**src/rtl/nnl2_pkg.sv**
```systemverilog
// Shared types and constants for the nearest-neighbor L2 classifier.
package nnl2_pkg;

  localparam int WEIGHT_W   = 24;
  localparam int LABEL_W    = 16;
  localparam int DIST_W     = 54;
  localparam int SQ_W       = 2 * (WEIGHT_W + 1);
  localparam int CFG_IDX_W  = 2;
  localparam int CFG_DATA_W = 9;
  localparam int ENTRIES_W  = 9;
  localparam int COMPS_W    = 7;

  localparam logic [DIST_W-1:0]     DIST_MAX         = {DIST_W{1'b1}};
  localparam logic [CFG_IDX_W-1:0]  CFG_ENTRIES      = 2'd0;
  localparam logic [CFG_IDX_W-1:0]  CFG_COMPONENTS   = 2'd1;
  localparam logic [COMPS_W-1:0]    COMPS_RESET      = 7'd64;

  localparam logic FUNC_LOAD  = 1'b0;
  localparam logic FUNC_QUERY = 1'b1;

  // Controller to datapath
  typedef struct packed {
    logic accept;   // input transfer this cycle
    logic start;    // final query accepted: clear best, rewind scan
    logic issue;    // issue one scan read
    logic publish;  // load result into the output register
  } nnl2_cmd_t;

  // Datapath to controller
  typedef struct packed {
    logic issue_last; // current read is the final one (or nothing to scan)
    logic pipe_busy;  // scan pipeline still holds work
    logic out_held;   // output register holds a result that is stalled
  } nnl2_status_t;

endpackage

```
**src/rtl/nnl2_ctrl.sv**
```systemverilog
// Sequencer for input acceptance, table scan, drain and result hand-off.
module nnl2_ctrl
  import nnl2_pkg::*;
(
  input  logic         clk,
  input  logic         rst_n,
  input  logic         in_valid,
  input  logic         in_func,
  input  logic         in_query_last,
  output logic         in_stall,
  input  nnl2_status_t status,
  output nnl2_cmd_t    cmd
);

  localparam logic [1:0] S_IDLE   = 2'd0;
  localparam logic [1:0] S_SCAN   = 2'd1;
  localparam logic [1:0] S_DRAIN  = 2'd2;
  localparam logic [1:0] S_RESULT = 2'd3;

  logic [1:0] state_r;
  logic [1:0] state_nxt;

  assign in_stall = (state_r != S_IDLE);

  // Next state and commands
  always_comb begin
    state_nxt   = state_r;
    cmd.accept  = 1'b0;
    cmd.start   = 1'b0;
    cmd.issue   = 1'b0;
    cmd.publish = 1'b0;
    case (state_r)
      S_IDLE: begin
        cmd.accept = in_valid;
        if (in_valid && in_func == FUNC_QUERY && in_query_last) begin
          cmd.start = 1'b1;
          state_nxt = S_SCAN;
        end
      end
      S_SCAN: begin
        cmd.issue = 1'b1;
        if (status.issue_last) begin
          state_nxt = S_DRAIN;
        end
      end
      S_DRAIN: begin
        if (!status.pipe_busy) begin
          state_nxt = S_RESULT;
        end
      end
      S_RESULT: begin
        if (!status.out_held) begin
          cmd.publish = 1'b1;
          state_nxt   = S_IDLE;
        end
      end
      default: state_nxt = S_IDLE;
    endcase
  end

  always_ff @(posedge clk) begin
    if (!rst_n) begin
      state_r <= S_IDLE;
    end else begin
      state_r <= state_nxt;
    end
  end

endmodule

```
**config.mk**
```make
export PLATFORM = sky130hd
export DESIGN_NAME = nnl2_ctrl
export DESIGN_NICKNAME = d
export VERILOG_FILES = /design/src/rtl/nnl2_pkg.sv /design/src/rtl/nnl2_ctrl.sv
export SDC_FILE = /design/constraint.sdc
export NUM_CORES = 1
export LEC_CHECK = 0
export ABC_AREA = 1
export BUFFER_PORTS_ARGS = -buffer_cell sky130_fd_sc_hd__buf_4
export CORE_AREA = 4 4 41 43
export CTS_CLUSTER_SIZE = 16
export DETAILED_ROUTE_END_ITERATION = 8
export DIE_AREA = 0 0 45 47
export HOLD_SLACK_MARGIN = 0.08
export SLEW_MARGIN = 5
export SYNTH_ARGS = -nofsm -noshare
export SYNTH_HDL_FRONTEND = slang
export SYNTH_SLANG_ARGS = --single-unit
export TNS_END_PERCENT = 5
```
**constraint.sdc**
```tcl
create_clock -name clk -period 2.6 [get_ports clk]
set_clock_uncertainty 0.2 [all_clocks]
set_input_delay 0.65 -clock clk [delete_from_list [all_inputs] [get_ports clk]]
set_output_delay 0.65 -clock clk [all_outputs]
set_load 0.1 [all_outputs]
```
Yosys cells after proc, flatten, opt, wreduce, memory -nomap -nowiden
Index checks and enable logic that the tools add are counted.
{"block": "op_classes", "eq_ne": 7, "muxes": 10, "reduce_logical": 5}
{"cell": "2-bit two-way mux", "n": 5}
{"cell": "2-bit != test (second input constant)", "n": 4}
{"cell": "2-bit case mux with 4 select lines", "n": 1}
{"cell": "2-bit equality test (second input constant)", "n": 2}
{"cell": "1-bit two-way mux", "n": 4}
{"cell": "4-bit AND reduction", "n": 1}
{"cell": "2-bit by 1-bit equality test with 1-bit output (second input constant)", "n": 1}
{"cell": "1-bit logical AND", "n": 2}
{"cell": "2-bit zero test", "n": 1}
{"cell": "2-bit nonzero test", "n": 1}
{"block": "word_totals", "reg_bits": 2, "input_bits": 8, "out_inout_bits": 5, "elab_cells": 23}

Logic depth before layout (Yosys ltp)
Gate-level depths: netlist of the first run.
{"block": "depth", "depth_word": 4, "depth_mapped": 8, "ltp_nobuf": 8}

Worst setup path after synthesis of the first run
OpenSTA, ideal clock, no wires.
{"block": "synth_path", "kind": "register -> output", "startpoint": "register state_r[0]", "endpoint": "output cmd[2] in the netlist's numbering", "arrival_ns": 2.412, "required_time_ns": 1.750, "path_slack_ns": -0.662, "stages_incl_launch_ff": 5, "path_buffers": 0, "path_cell_list": "dfxtp_1 > inv_1 > ha_1 > inv_1 > nor2_1"}
{"item": "start, declared", "line_no": "nnl2_ctrl.sv:20", "source": "logic [1:0] state_r;"}
{"item": "start signal, assigned", "line_no": "nnl2_ctrl.sv:65", "source": "state_r <= state_nxt;"}
{"item": "end, declared", "line_no": "nnl2_ctrl.sv:12", "source": "output nnl2_cmd_t cmd"}

Worst setup path after layout of the first run
{"block": "layout_path", "startpoint": "register state_r[0]", "endpoint": "output in_stall"}
{"block": "layout_via", "elab_chain_cells": 1}
{"item": "2-bit nonzero test", "line_no": "nnl2_ctrl.sv:23", "source": "assign in_stall = (state_r != S_IDLE);"}
{"item": "end, declared", "line_no": "nnl2_ctrl.sv:10", "source": "output logic in_stall,"}
Every way passes these cells.

==> key figures, run 1 <==
Min path
  – Hold wc startpoint: state_r[1]$_SDFFE_PN0P_
  – Hold WC Path Type: reg2reg

STA
  – Worst-Margin Slew: 279.9 ps
  – Final Hold Vio Count: 0
  – Fmax: 0.4552 GHz
  – Slew Limit Fails: 0
  – Endpoints failing setup: 0
  – Relative max-transition margin: 0.8149
  – RSZ-0062 raised after global routing: no
  – Minimum clock period: 2197 ps
  – Crit share post-route: 0.8449

Synthesis
  – Seq/Total Area, Yosys: 0.1749
  – Top FF cell, synth: dfxtp_1
  – Async SR Flop Fraction: 0
  – Syn Area/Cell: between 6 and 7 um2
  – Count leader, synth: inv_1
  – Area fraction of the dominant cell type after synthesis: 0.2732
  – Yosys warns: 0
  – Post-synth EDFFs: 0
  – Synth top cells by count: inv_1, ha_1, nor2_1
  – Yosys top cell by area: ha_1
  – Synth Register Bits: 2
  – Distinct cells, synth: 10
  – Synth area leaders: ha_1, dfxtp_1, inv_1
  – Post-synthesis instance total: 33
  – Cell Area, Synth: 229.0 um2
  – Synthesized Nets: 46

Place
  – Dpl hpwl: 394.1 um
  – Port Buf Inserts: 12
  – Final Wtd Congestion: 0.6894

CTS
  – Cts repair resizes: 0
  – Clock Pin Slew Worst Setup and Hold Paths: 30 ps
  – Skew-Pair Late Insertion Delay: 220 ps
  – Longest Clk Path Bufs: 2
  – H-tree lvl count: 1
  – TritonCTS clock tree: done
  – CTS Hold Buffers Added: 0
  – Cts bufs inserted: 3
  – Setup Buffers After CTS: 0
  – CTS Sinks: 2
  – Root Buffer: clkbuf_4

Layout
  – Filler cells: 165
  – Max reg flops: 2
  – Most flops, register: state_r
  – Final core utilization: 0.2827
  – Antenna cells: 0
  – Ratio of cells with drive above 1 in the final layout: 0.4583
  – Layout Nets: 63
  – Largest regs: state_r: 2 flops
  – Area Growth Syn to Fin: 60.66%

GRT
  – Vias in the first global route: 217
  – Overall Global Routing Usage: 0.05122
  – First-pass GRT wire length: 717 um
  – Total gr overflow: 0
  – Initial antenna violation count: 0
  – Largest net degree at the start of global routing: 5

Floorplan
  – Die ar.: about 0.0021 mm2
  – Rows: 13
  – Die outline width: 45 um
  – I/O pin count: 13
  – Starting Density: 0.1760
  – Core area: 0.001301 mm2
  – Die Ht: 47 um

Critical path
  – CP required: ~1800 ps
  – Crit path max fanout: 4
  – R2r startpoint: state_r[0]$_SDFFE_PN0P_
  – Cell Chain, Critical Path: inv_1, ha_1, inv_1, buf_4
  – CP Launch Type: flop
  – Most used cell, CP: inv_1
  – CP max stage cell: dfxtp_1
  – Setup crit start: state_r[0]$_SDFFE_PN0P_
  – Largest stage delay, worst path: between 300 and 400 ps
  – CP Data Arrival Time: 1350 ps
  – Critical path capture point type: output pin
  – Setup CP Type: reg2out

Routing
  – Antenna viol nets, final: 0
  – Detailed Route Iter0 Violations: 1
  – WL per Instance: between 7 and 8 um
  – Met3 WL: 40 um
  – DR DRC count: 0
  – Via-per-instance ratio: 3.762
  – WL final: 451 um
  – DR pass1 iterations: 2
  – Max layer used: met4
  – Met2 WL: 222 um
  – Met1 wire length: 173 um
  – Vias: about 240

Job
  – Max-Cap Viols: 0

Outcome
  – Outcome: finished, final reports clean
==> layer usage <==
| metal | track usage | up-vias |
|---|---|---|
| li1 | - | 129 |
| met1 | 0.04063 | 98 |
| met2 | 0.09040 | 8 |
| met3 | 0.02299 | 2 |
| met4 | 0.05263 | 0 |
| met5 | 0 | - |
==> worst paths after layout <==
kind | end | slack, ps | depth (start not counted)
setup reg to reg | state_r[0]$_SDFFE_PN0P_ | 1200 | 8
hold / removal | state_r[1]$_SDFFE_PN0P_ | 340 | 2
setup / recovery | in_stall | 400 | 4
hold reg to reg | state_r[1]$_SDFFE_PN0P_ | 340 | 2
==> per-stage QoR <==
stage	setup WS [ps]	TNS, ps	instance area, um2	instances	hold slack (ps)
final	403.2	0	367.9	63	338.1
after global routing	314.8	0	367.9	63	375.0
after CTS	382.5	0	367.9	63	342.5
after detailed placement	480.1	0	345.3	60	339.6
after global placement	492.1	0	345.3	60	344.4
after floorplan	-153.1	-153.1	236.5	33	302.8
==> placed cells by master, fill, tap and decap left out <==
cell      instances
a21oi_1           2
buf_4            12
clkbuf_4          3
dfxtp_1           2
ha_1              5
inv_1             6
inv_2             1
nand2_1           4
nand2_2           3
nand3_1           3
nor2_1            4
nor2_4            3
==> cell type report <==
type	count	area [um2]	share of cell area
multi-input combinational	24	170.2	0.4626
clock buffer	3	22.52	0.06122
tap	15	18.77	0.05102
timing repair buffer	12	90.09	0.2449
inverter	7	26.28	0.07143
sequential	2	40.04	0.1088
==> worst max-delay path, delay by kind of cell, from the launching register on <==
kind / cells / cell delay, ps
DFF: 1 / 370
adders and majority gates: 1 / 240
buffers and inverters: 3 / 510
==> logic make-up (layout without fill, tap and decap cells) <==
group                    count (synthesis)  after routing  share of synthesized area
flip-flops                               2              2                     0.1749
adder cells (fa/ha/maj)                  5              5                     0.2732
AO/OA/AOI/OAI                            2              2                    0.04372
buffers and inverters                    7             22                     0.1147
AND/OR/NAND/NOR                         17             17                     0.3934
Power of run 1 is left out: the tool's default activity adds up to more than one toggle a clock period on the data nets, which glitch-free logic cannot reach.
==> run 2: changes to the inputs <==
--- a/config.mk
+++ b/config.mk
@@ -5,7 +5,7 @@
 export SDC_FILE = /design/constraint.sdc
 export NUM_CORES = 1
 export LEC_CHECK = 0
-export ABC_AREA = 1
+export ABC_AREA = 0
 export BUFFER_PORTS_ARGS = -buffer_cell sky130_fd_sc_hd__buf_4
 export CORE_AREA = 4 4 41 43
 export CTS_CLUSTER_SIZE = 16
==> constraint.sdc (replaced) <==
create_clock -name clk -period 1.9 [get_ports clk]
set_clock_uncertainty 0.2 [all_clocks]
set_input_delay 0.475 -clock clk [delete_from_list [all_inputs] [get_ports clk]]
set_output_delay 0.475 -clock clk [all_outputs]
set_load 0.1 [all_outputs]
==> key figures, run 2 <==
Outcome
  – Outcome: finished, final reports clean (unchanged)

Synthesis
  – Yosys warns: 0 (unchanged)
  – Synthesized Nets: 36 (was 46)
  – Seq/Total Area, Yosys: 0.1882 (was 0.1749)
  – Yosys top cell by area: ha_1 (unchanged)
  – Synth top cells by count: ha_1, inv_1, nand2_1 (was inv_1, ha_1, nor2_1)
  – Syn Area/Cell: 9.248 um2 (was 6.938 um2)
  – Count leader, synth: ha_1 (was inv_1)
  – Post-synth EDFFs: 0 (unchanged)
  – Synth Register Bits: 2 (unchanged)
  – Async SR Flop Fraction: 0 (unchanged)
  – Distinct cells, synth: 12 (was 10)
  – Cell Area, Synth: 212.7 um2 (was 229.0 um2)
  – Synth area leaders: ha_1, dfxtp_1, a221oi_4 (was ha_1, dfxtp_1, inv_1)
  – Area fraction of the dominant cell type after synthesis: 0.2941 (was 0.2732)
  – Post-synthesis instance total: 23 (was 33)
  – Top FF cell, synth: dfxtp_1 (unchanged)

Routing
  – WL final: 554 um (was 451 um)
  – WL per Instance: 9.552 um (was 7.159 um)
  – Vias: 230 (was 237)
  – Via-per-instance ratio: 3.966 (was 3.762)
  – DR pass1 iterations: 2 (unchanged)
  – DR DRC count: 0 (unchanged)
  – Detailed Route Iter0 Violations: 4 (was 1)
  – Antenna viol nets, final: 0 (unchanged)

Floorplan
  – Rows: 13 (unchanged)
  – Die Ht: 47 um (unchanged)
  – Core area: 0.001301 mm2 (unchanged)
  – I/O pin count: 13 (unchanged)
  – Starting Density: 0.1635 (was 0.1760)
  – Die ar.: 0.002115 mm2 (unchanged)
  – Die outline width: 45 um (unchanged)

GRT
  – Largest net degree at the start of global routing: 5 (unchanged)
  – Vias in the first global route: 245 (was 217)
  – First-pass GRT wire length: 903 um (was 717 um)
  – Total gr overflow: 0 (unchanged)
  – Initial antenna violation count: 0 (unchanged)
  – Overall Global Routing Usage: 0.06225 (was 0.05122)

Min path
  – Hold wc startpoint: rst_n (was state_r[1]$_SDFFE_PN0P_)
  – Hold WC Path Type: in2reg (was reg2reg)

CTS
  – TritonCTS clock tree: done (unchanged)
  – Skew-Pair Late Insertion Delay: 220 ps (about the same)
  – CTS Hold Buffers Added: 0 (unchanged)
  – Root Buffer: clkbuf_4 (unchanged)
  – Longest Clk Path Bufs: 2 (unchanged)
  – Clock Pin Slew Worst Setup and Hold Paths: 30 ps (about the same)
  – Cts bufs inserted: 3 (unchanged)
  – CTS Sinks: 2 (unchanged)
  – H-tree lvl count: 1 (unchanged)

Layout
  – Largest regs: state_r: 2 flops (unchanged)
  – Ratio of cells with drive above 1 in the final layout: 0.6977 (was 0.4583)
  – Area Growth Syn to Fin: 109.4% (was 60.66%)
  – Most frequent cells in the layout: buf_4, nand2_1, ha_1, clkbuf_4 (was buf_4, inv_1, ha_1)
  – Max reg flops: 2 (unchanged)
  – Antenna cells: 0 (unchanged)
  – Filler cells: 146 (was 165)
  – Layout Nets: 58 (was 63)
  – Most common cell after layout, fill and taps aside: buf_4 (unchanged)
  – Fin cells: 58 (was 63)
  – Most flops, register: state_r (unchanged)

Critical path
  – R2R Setup Slk: 220 ps (was 1200 ps)
  – Setup CP Type: reg2out (unchanged)
  – Reg2reg end: state_r[1]$_SDFFE_PN0P_ (was state_r[0]$_SDFFE_PN0P_)
  – CP Launch Type: flop (unchanged)
  – Crit path capture: cmd[2] (was in_stall)
  – Critical path capture point type: output pin (unchanged)
  – Crit path max fanout: 3 (was 4)
  – Largest stage delay, worst path: 310 ps (was 370 ps)
  – Setup crit start: state_r[0]$_SDFFE_PN0P_ (unchanged)
  – CP max stage cell: dfxtp_2 (was dfxtp_1)
  – R2r startpoint: state_r[0]$_SDFFE_PN0P_ (unchanged)
  – Cell Chain, Critical Path: inv_2, ha_4, and2_4, and3_4, buf_12 (was inv_1, ha_1, inv_1, buf_4)
  – Cells on worst reg2reg path: 6 (was 8)
  – CP Data Arrival Time: 1210 ps (was 1350 ps)
  – CP required: 1220 ps (was 1750 ps)

Job
  – Max-Cap Viols: 0 (unchanged)

STA
  – Worst-Margin Slew: 273.5 ps (was 279.9 ps)
  – Relative max-transition margin: 0.8177 (was 0.8149)
  – Final TNS setup: 0 ps (unchanged)
  – Minimum clock period: about 1900 ps
  – Endpoints failing setup: 0 (unchanged)
  – Fmax: 0.5294 GHz
  – RSZ-0062 raised after global routing: yes (was no)
  – Slew Limit Fails: 0 (unchanged)
  – Final Hold Vio Count: 0 (unchanged)
  – Crit share post-route: 0.9941
  – Fin Hold WS: 334.9 ps (was 338.1 ps)

Pwr
  – Static Leak: 0.2088 nW
  – Cell Pwr Density: 1684 mW/mm2
  – VDD IR max: 0.5255 mV

Place
  – Dpl hpwl: 435.4 um (was 394.1 um)
  – Port Buf Inserts: 12 (unchanged)
  – Final Wtd Congestion: 0.6635 (was 0.6894)
  – DP Cell Count: 52 (was 60)
-- run 2: changes by cell type after synthesis, moves of 2 or more --
cell     delta
a21oi_1     -2
nand2_2     -3
nor2_4      -2
nor2_1      -5
nand3_1     -2
inv_1       -2
mux2i_1     +2
-- run 2: area by class of cell --
type                       count  area (um2)  share of cell area
clock buffer                   3       22.52             0.05056
inverter                       4       17.52             0.03933
multi-input combinational     17       187.7              0.4213
sequential                     2       42.54             0.09551
tap                           15       18.77             0.04213
timing repair buffer          17       156.4              0.3511
-- run 2: how the worst min path moves through the flow --
stage                                         end  depth (start not counted)  slack, ps
after floorplan           state_r[1]$_SDFFE_PN0P_                          2        280
after global placement    state_r[1]$_SDFFE_PN0P_                          3        390
after detailed placement  state_r[0]$_SDFFE_PN0P_                          3        400
after CTS                 state_r[1]$_SDFFE_PN0P_                          3        330
after global routing      state_r[0]$_SDFFE_PN0P_                          3        340
final                     state_r[0]$_SDFFE_PN0P_                          3        330
-- run 2: through the flow --
| stage | instance area, um2 | setup slack, ps | util | total power [mW] |
|---|---|---|---|---|
| after floorplan | 240.2 | -111.3 | - | 0.4942 |
| after global placement | 364.1 | 106.1 | 0.2798 | 0.6002 |
| after detailed placement | 364.1 | 99.94 | 0.2798 | 0.6050 |
| after CTS | 419.2 | -8.105 | 0.3221 | 0.7349 |
| after global routing | 445.4 | -36.11 | 0.3423 | 0.7992 |
| final | 445.4 | 11.24 | 0.3423 | 0.7501 |
-- run 2: power by group --
part           total [mW]  internal, mW  switching, mW
clock              0.0927        0.0696         0.0231
combinational       0.586         0.211          0.375
sequential         0.0717        0.0608         0.0109
-- run 2: logic make-up after synthesis --
kind of cell	after synthesis	synth area share
buf+inv	4	0.07057
flops	2	0.1882
mux	2	0.09412
fa+ha+maj	5	0.2941
compound gates	3	0.1882
simple gates	7	0.1647
-- run 2: critical path, delay by kind of cell (launching register included) --
| family | cells | cell delay [ps] |
|---|---|---|
| buf+inv | 2 | 240 |
| fa+ha+maj | 1 | 140 |
| simple gates | 2 | 310 |
| flops | 1 | 310 |
-- run 2: routing by layer --
layer | share of wire | vias up | global-route usage
li1 | - | 117 | -
met1 | 0.37 | 104 | 0.06772
met2 | 0.51 | 9 | 0.09322
met3 | 0.11 | 0 | 0.02682
met4 | 0 | 0 | 0.05263
met5 | 0 | - | 0
-- run 2: repair_timing --
item / 4_1_cts / 5_1_grt
endpoints found under the hold margin: 0 / 0
buffers inserted: 2 / 1
pin swaps: 2 / 0
resized for setup: 5 / 6
endpoints found under the setup margin: 2 / 4
No activity file was read; power rests on OpenSTA's default activity.
